## config.mk

```make
export PLATFORM = sky130hd
export DESIGN_NAME = bpc_poly
export DESIGN_NICKNAME = d
export VERILOG_FILES = /design/src/sv/bpc_pkg.sv /design/src/sv/bpc_poly.sv
export SDC_FILE = /design/constraint.sdc
export NUM_CORES = 2
export LEC_CHECK = 0
export BUFFER_PORTS_ARGS = -buffer_cell sky130_fd_sc_hd__buf_4
export CAP_MARGIN = 10
export CORE_MARGIN = 2
export CORE_UTILIZATION = 40
export DETAILED_ROUTE_END_ITERATION = 16
export PLACE_DENSITY = 0.59
export SYNTH_ARGS = -nofsm -noshare
export SYNTH_HDL_FRONTEND = slang
export SYNTH_SLANG_ARGS = --single-unit
```

## constraint.sdc

```tcl
create_clock -name clk -period 15.42 [get_ports clk]
set_clock_uncertainty 0.1 [all_clocks]
set_input_delay 2.313 -clock clk [delete_from_list [all_inputs] [get_ports clk]]
set_output_delay 2.313 -clock clk [all_outputs]
set_load 0.005 [all_outputs]
```

## src/sv/bpc_pkg.sv

```systemverilog
package bpc_pkg;

  localparam int unsigned DIV_W = 32;
  localparam logic [10:0] MAX_SAMPLES = 11'd1024;

  // Register indexes on the configuration port
  localparam logic [2:0] REG_AC1_AC2 = 3'd0;
  localparam logic [2:0] REG_AC3_AC4 = 3'd1;
  localparam logic [2:0] REG_AC5_AC6 = 3'd2;
  localparam logic [2:0] REG_B1_B2   = 3'd3;
  localparam logic [2:0] REG_MC_MD   = 3'd4;

  localparam logic [31:0] K_NEG_7357 = 32'd0 - 32'd7357;

  // Calibration words, each widened to 32 bits (signed ones sign-extended)
  typedef struct packed {
    logic [31:0] ac1;
    logic [31:0] ac2;
    logic [31:0] ac3;
    logic [31:0] ac4;
    logic [31:0] ac5;
    logic [31:0] ac6;
    logic [31:0] b1;
    logic [31:0] b2;
    logic [31:0] mc;
    logic [31:0] md;
  } cal_t;

  // Context that rides along with a divide
  typedef struct packed {
    logic [31:0] val;
    logic        flag;
    logic        err;
  } side_t;

  // Signed divide by 2^k, truncating toward zero
  function automatic logic [31:0] sdiv_p2(input logic [31:0] a, input logic [4:0] k);
    logic [31:0] mask;
    logic [31:0] s;
    mask = (32'd1 << k) - 32'd1;
    s = a + (a[31] ? mask : 32'd0);
    return $signed(s) >>> k;
  endfunction

  function automatic logic [31:0] mag(input logic [31:0] a);
    return a[31] ? (32'd0 - a) : a;
  endfunction

endpackage

```

## src/sv/bpc_poly.sv

```systemverilog
module bpc_poly (
  input  logic               clk,
  input  logic               rst,
  input  logic               adv,
  input  logic               in_v,
  input  logic [31:0]        q2,
  input  bpc_pkg::side_t     side2,
  output logic               out_v,
  output logic signed [31:0] temperature,
  output logic signed [31:0] pressure,
  output logic               divide_error
);

  logic [5:0] v;

  logic [31:0] p1_p, p1_t;
  logic        p1_err;
  logic [31:0] p2_p, p2_t, p2_q8, p2_mn;
  logic        p2_err;
  logic [31:0] p3_p, p3_t, p3_qq, p3_x2;
  logic        p3_err;
  logic [31:0] p4_p, p4_t, p4_m3, p4_x2;
  logic        p4_err;
  logic [31:0] p5_p, p5_t, p5_s;
  logic        p5_err;

  always_ff @(posedge clk) begin
    if (rst) begin
      v <= '0;
    end else if (adv) begin
      v <= {v[4:0], in_v};
    end
  end

  always_ff @(posedge clk) begin
    if (adv) begin
      p1_p   <= side2.flag ? {q2[30:0], 1'b0} : q2;
      p1_t   <= side2.val;
      p1_err <= side2.err;
      p2_p   <= p1_p;
      p2_t   <= p1_t;
      p2_q8  <= bpc_pkg::sdiv_p2(p1_p, 5'd8);
      p2_mn  <= bpc_pkg::K_NEG_7357 * p1_p;
      p2_err <= p1_err;
      p3_p   <= p2_p;
      p3_t   <= p2_t;
      p3_qq  <= p2_q8 * p2_q8;
      p3_x2  <= bpc_pkg::sdiv_p2(p2_mn, 5'd16);
      p3_err <= p2_err;
      p4_p   <= p3_p;
      p4_t   <= p3_t;
      p4_m3  <= p3_qq * 32'd3038;
      p4_x2  <= p3_x2;
      p4_err <= p3_err;
      p5_p   <= p4_p;
      p5_t   <= p4_t;
      p5_s   <= bpc_pkg::sdiv_p2(p4_m3, 5'd16) + p4_x2 + 32'd3791;
      p5_err <= p4_err;
      // output register: zero both fields on a divide error
      temperature  <= p5_err ? 32'sd0 : $signed(p5_t);
      pressure     <= p5_err ? 32'sd0 : $signed(p5_p + bpc_pkg::sdiv_p2(p5_s, 5'd4));
      divide_error <= p5_err;
    end
  end

  assign out_v = v[5];

endmodule

```

==> PnR_summary.wiki <==
{| class="wikitable"
! Metric !! Value
|-
| Post-synthesis average cell area || 12.1 um2
|-
| Slew Limit Fails || 0
|-
| Area added between synthesis and finish || 10.4%
|-
| First-pass detailed-route iteration total || 5
|-
| Half-perimeter wire length of the detailed placement result || 72.8 mm
|-
| Area share of the leading cell type in the synthesized netlist || 37.4%
|-
| Chip height || 342 um
|-
| YS warnings || 0
|-
| Count of endpoints failing setup in the final report || 0
|-
| Post-cts repair resize count || 0
|-
| Shortest clock period the worst path allows after layout || 7.76 ns
|-
| Hold_buf cts || 0
|-
| Starting density of the core || 40.1%
|-
| Clock transition at the registers of the reported paths || 0.06 ns
|-
| Layout cell share with drive strength beyond 1 || 7.55%
|-
| Kind of end point of the critical path || flip-flop
|-
| Xor and xnor fraction of the mapped netlist area || 5.14%
|-
| Post-synthesis mux area share || 0.917%
|-
| Share of flip-flops with an asynchronous set or reset after synthesis || 0%
|-
| Clock Tree Buf Depth || 3
|-
| H-tree depth reported by CTS || 2
|-
| Routed wire length on met3 || 3.79 mm
|-
| Startpoint type of the worst setup path || flip-flop
|-
| Max FO, Critical Path || 26
|-
| Number of synthesized register bits || 575
|-
| First-pass GRT wire length || 149 mm
|-
| Unrepaired setup endpoints after global routing || no
|-
| Class of the most critical setup path || flip-flop to flip-flop
|-
| Simple-gate share of the synthesized area || 6.95%
|-
| Signal arrival time at the worst endpoint || 8.06 ns
|-
| Vias in the first global route || 28,200
|-
| GR Overflow Total || 0
|-
| Setup tns final || 0 ns
|-
| Outcome || completed
|-
| Number of buffers added on ports || 135
|-
| Cell count after synthesis || 3,764
|-
| Clock tree from TritonCTS || done
|-
| Total via count after detailed routing || 26,100
|-
| Met2 layer wire length in the routed design || 42.4 mm
|-
| Number of max-cap violations || 0
|-
| Worst Max-Slew Pin Slew || 1.16 ns
|-
| IO Pins || 136
|-
| Final Cycle Share || 50.3%
|-
| Leading cell types in the layout, fill and taps excluded || inv_1, edfxtp_1, fa_1
|-
| Drt initial violations || 1,360
|-
| Clock latency of the later-clocked register in the worst-skew pair || 0.69 ns
|-
| Post-DRT Antenna Nets || 0
|-
| Cts bufs inserted || 61
|-
| Largest net degree at the start of global routing || 127
|-
| Total routed wire length on the met1 layer || 41.5 mm
|-
| Headroom to the max-slew limit || 23.0%
|-
| Post-synthesis instance area || 45,700 um2
|-
| Uppermost layer routed || met4
|-
| Die width || 342 um
|-
| Row cnt || 124
|-
| Cells taking the most area after synthesis || edfxtp_1, fa_1, ha_1, inv_1, xnor2_1
|-
| Commonest non-fill, non-tap cell in the layout || inv_1
|-
| DRC Markers || 0
|-
| Synthesized-area fraction occupied by adder cells || 36.7%
|-
| Reg area || 17,200 um2
|-
| Last weighted congestion value of the routability-driven placer || 0.857
|-
| Fillcell total || 10,600
|-
| Diodes inserted || 0
|-
| Num Clock Sinks || 575
|-
| Post-CTS setup repair buffer count || 0
|-
| Class of the tightest hold or removal check || flip-flop to flip-flop
|-
| Area of the die || 117,000 um2
|-
| Synth Area in Compound Gates || 5.29%
|-
| Number of synthesized flops with an enable pin || 569
|-
| Avg Vias per Cell || 4.75
|-
| Required time of the worst setup path || 15.72 ns
|-
| Number of antenna violations at the first check in global routing || 0
|-
| Cell type with the largest total area after synthesis || edfxtp_1
|-
| Footprint of the multi-input gates || 25,100 um2
|-
| Placeable Area || 114,000 um2
|-
| Count of endpoints failing hold in the final timing report || 0
|-
| Post-layout net count || 4,993
|-
| Main flop type after synthesis || edfxtp_1
|-
| Post-DR wirelength/cell || 16.4 um
|-
| Global router's overall resource usage || 16.1%
|-
| Final Routed Wirelength || 90.0 mm
|-
| Part of the Yosys area used for sequential elements || 37.6%
|-
| Highest attainable clock frequency || 0.129 GHz
|-
| Dominant combinational cell family by area after synthesis || adder cells
|-
| Clk root buf || clkbuf_16
|-
| Distinct cell type count after synthesis || 81
|}
==> state kept, by name, indices dropped and copies added, names as in the netlist, 6 cells and up <==
register / count
p2_q8: 24
p2_mn: 31
p1_t: 32
p5_p: 32
v: 6
p3_t: 32
p1_p: 32
p5_s: 32
p4_x2: 16
p4_m3: 30
pressure: 32
p2_p: 32
p2_t: 32
p3_p: 32
p5_t: 32
p3_qq: 30
p3_x2: 16
temperature: 32
p4_p: 32
p4_t: 32
==> worst max-delay path: stages, from the launching register on <==
cell and delay, ns:
edfxtp_1 1.11, nand2_1 0.30, fa_1 0.61, inv_1 0.05
fa_1 0.53, inv_1 0.05, fa_1 0.56, fa_1 0.45
fa_1 0.55, inv_1 0.05, fa_1 0.48, inv_1 0.05
fa_1 0.47, inv_1 0.04, ha_1 0.34, a21o_1 0.18
a21oi_1 0.14, o21bai_1 0.07, a21oi_1 0.14, nor2b_1 0.07
a2111oi_0 0.47, nor3b_1 0.18, o41ai_1 0.40, xnor2_1 0.10
==> per-stage QoR <==
stage               instances  area [um2]  setup WS [ns]  hold WS, ns  util, %
global placement         5370       48500           7.75        0.300     42.6
CTS                      5483       50500           7.67        0.246     44.3
floorplan                3767       45700           8.66        0.300        -
global route             5483       50500           7.17        0.247     44.3
detailed placement       5370       48500           7.66        0.305     42.6
finish                   5483       50500           7.66        0.258     44.3
==> routing by layer <==
metal,track usage [%],vias up
met1,22.3,13000
met5,0,-
met3,2.25,127
met2,26.6,419
met4,4.57,0
li1,-,12600
==> synthesized netlist by cell type, drive strengths merged, types with 3 or more instances <==
cell and n:
o211ai 4, nor2b 58, or3 5, clkbuf 48, dfxtp 6, a31oi 19, mux2i 7, mux2 31
a2111oi 4, and4 10, inv 836, edfxtp 569, xor2 85, or2 10, o21ai 66, a21oi 97
xnor2 178, fa 563, o31ai 5, buf 8, nor4 9, and2 102, ha 439, nand2 175
o21bai 12, a21boi 7, o21a 29, a211o 5, a21o 54, nor2 125, a311oi 6, nand3 43
nand4 14, a31o 7, nor3b 3, o2111ai 4, nand2b 17, nor3 24, a211oi 20, and3 22
o31a 3
==> area by class of cell <==
class	instances	share of cell area, %
clock buffers	72	3.11
clock inverters	41	0.845
inverters	836	6.22
multi-input cells	2300	49.8
flip-flops and latches	575	34.1
well taps	1512	3.75
repair buffers	147	2.20
==> logic make-up (layout without fill, tap and decap cells) <==
family / count (synthesis) / in the layout
AO/OA/AOI/OAI: 364 / 364
XOR/XNOR: 264 / 264
adder cells (fa/ha/maj): 1002 / 1002
buffers and inverters: 892 / 1096
flip-flops: 575 / 575
multiplexers: 38 / 38
other: 1 / 4
AND/OR/NAND/NOR: 628 / 628
==> final timing paths <==
kind / startpoint / endpoint / slack, ns / cells after the start
max: p2_q8[2] / p3_qq[29] / 7.66 / 23
min: p2_t[6] / p3_t[6] / 0.26 / 0
max reg2reg: p2_q8[2] / p3_qq[29] / 7.66 / 23
min reg2reg: p2_t[6] / p3_t[6] / 0.26 / 0
Power is left out: the tool's default activity adds up to more than one toggle a clock period on the data nets, which glitch-free logic cannot reach.
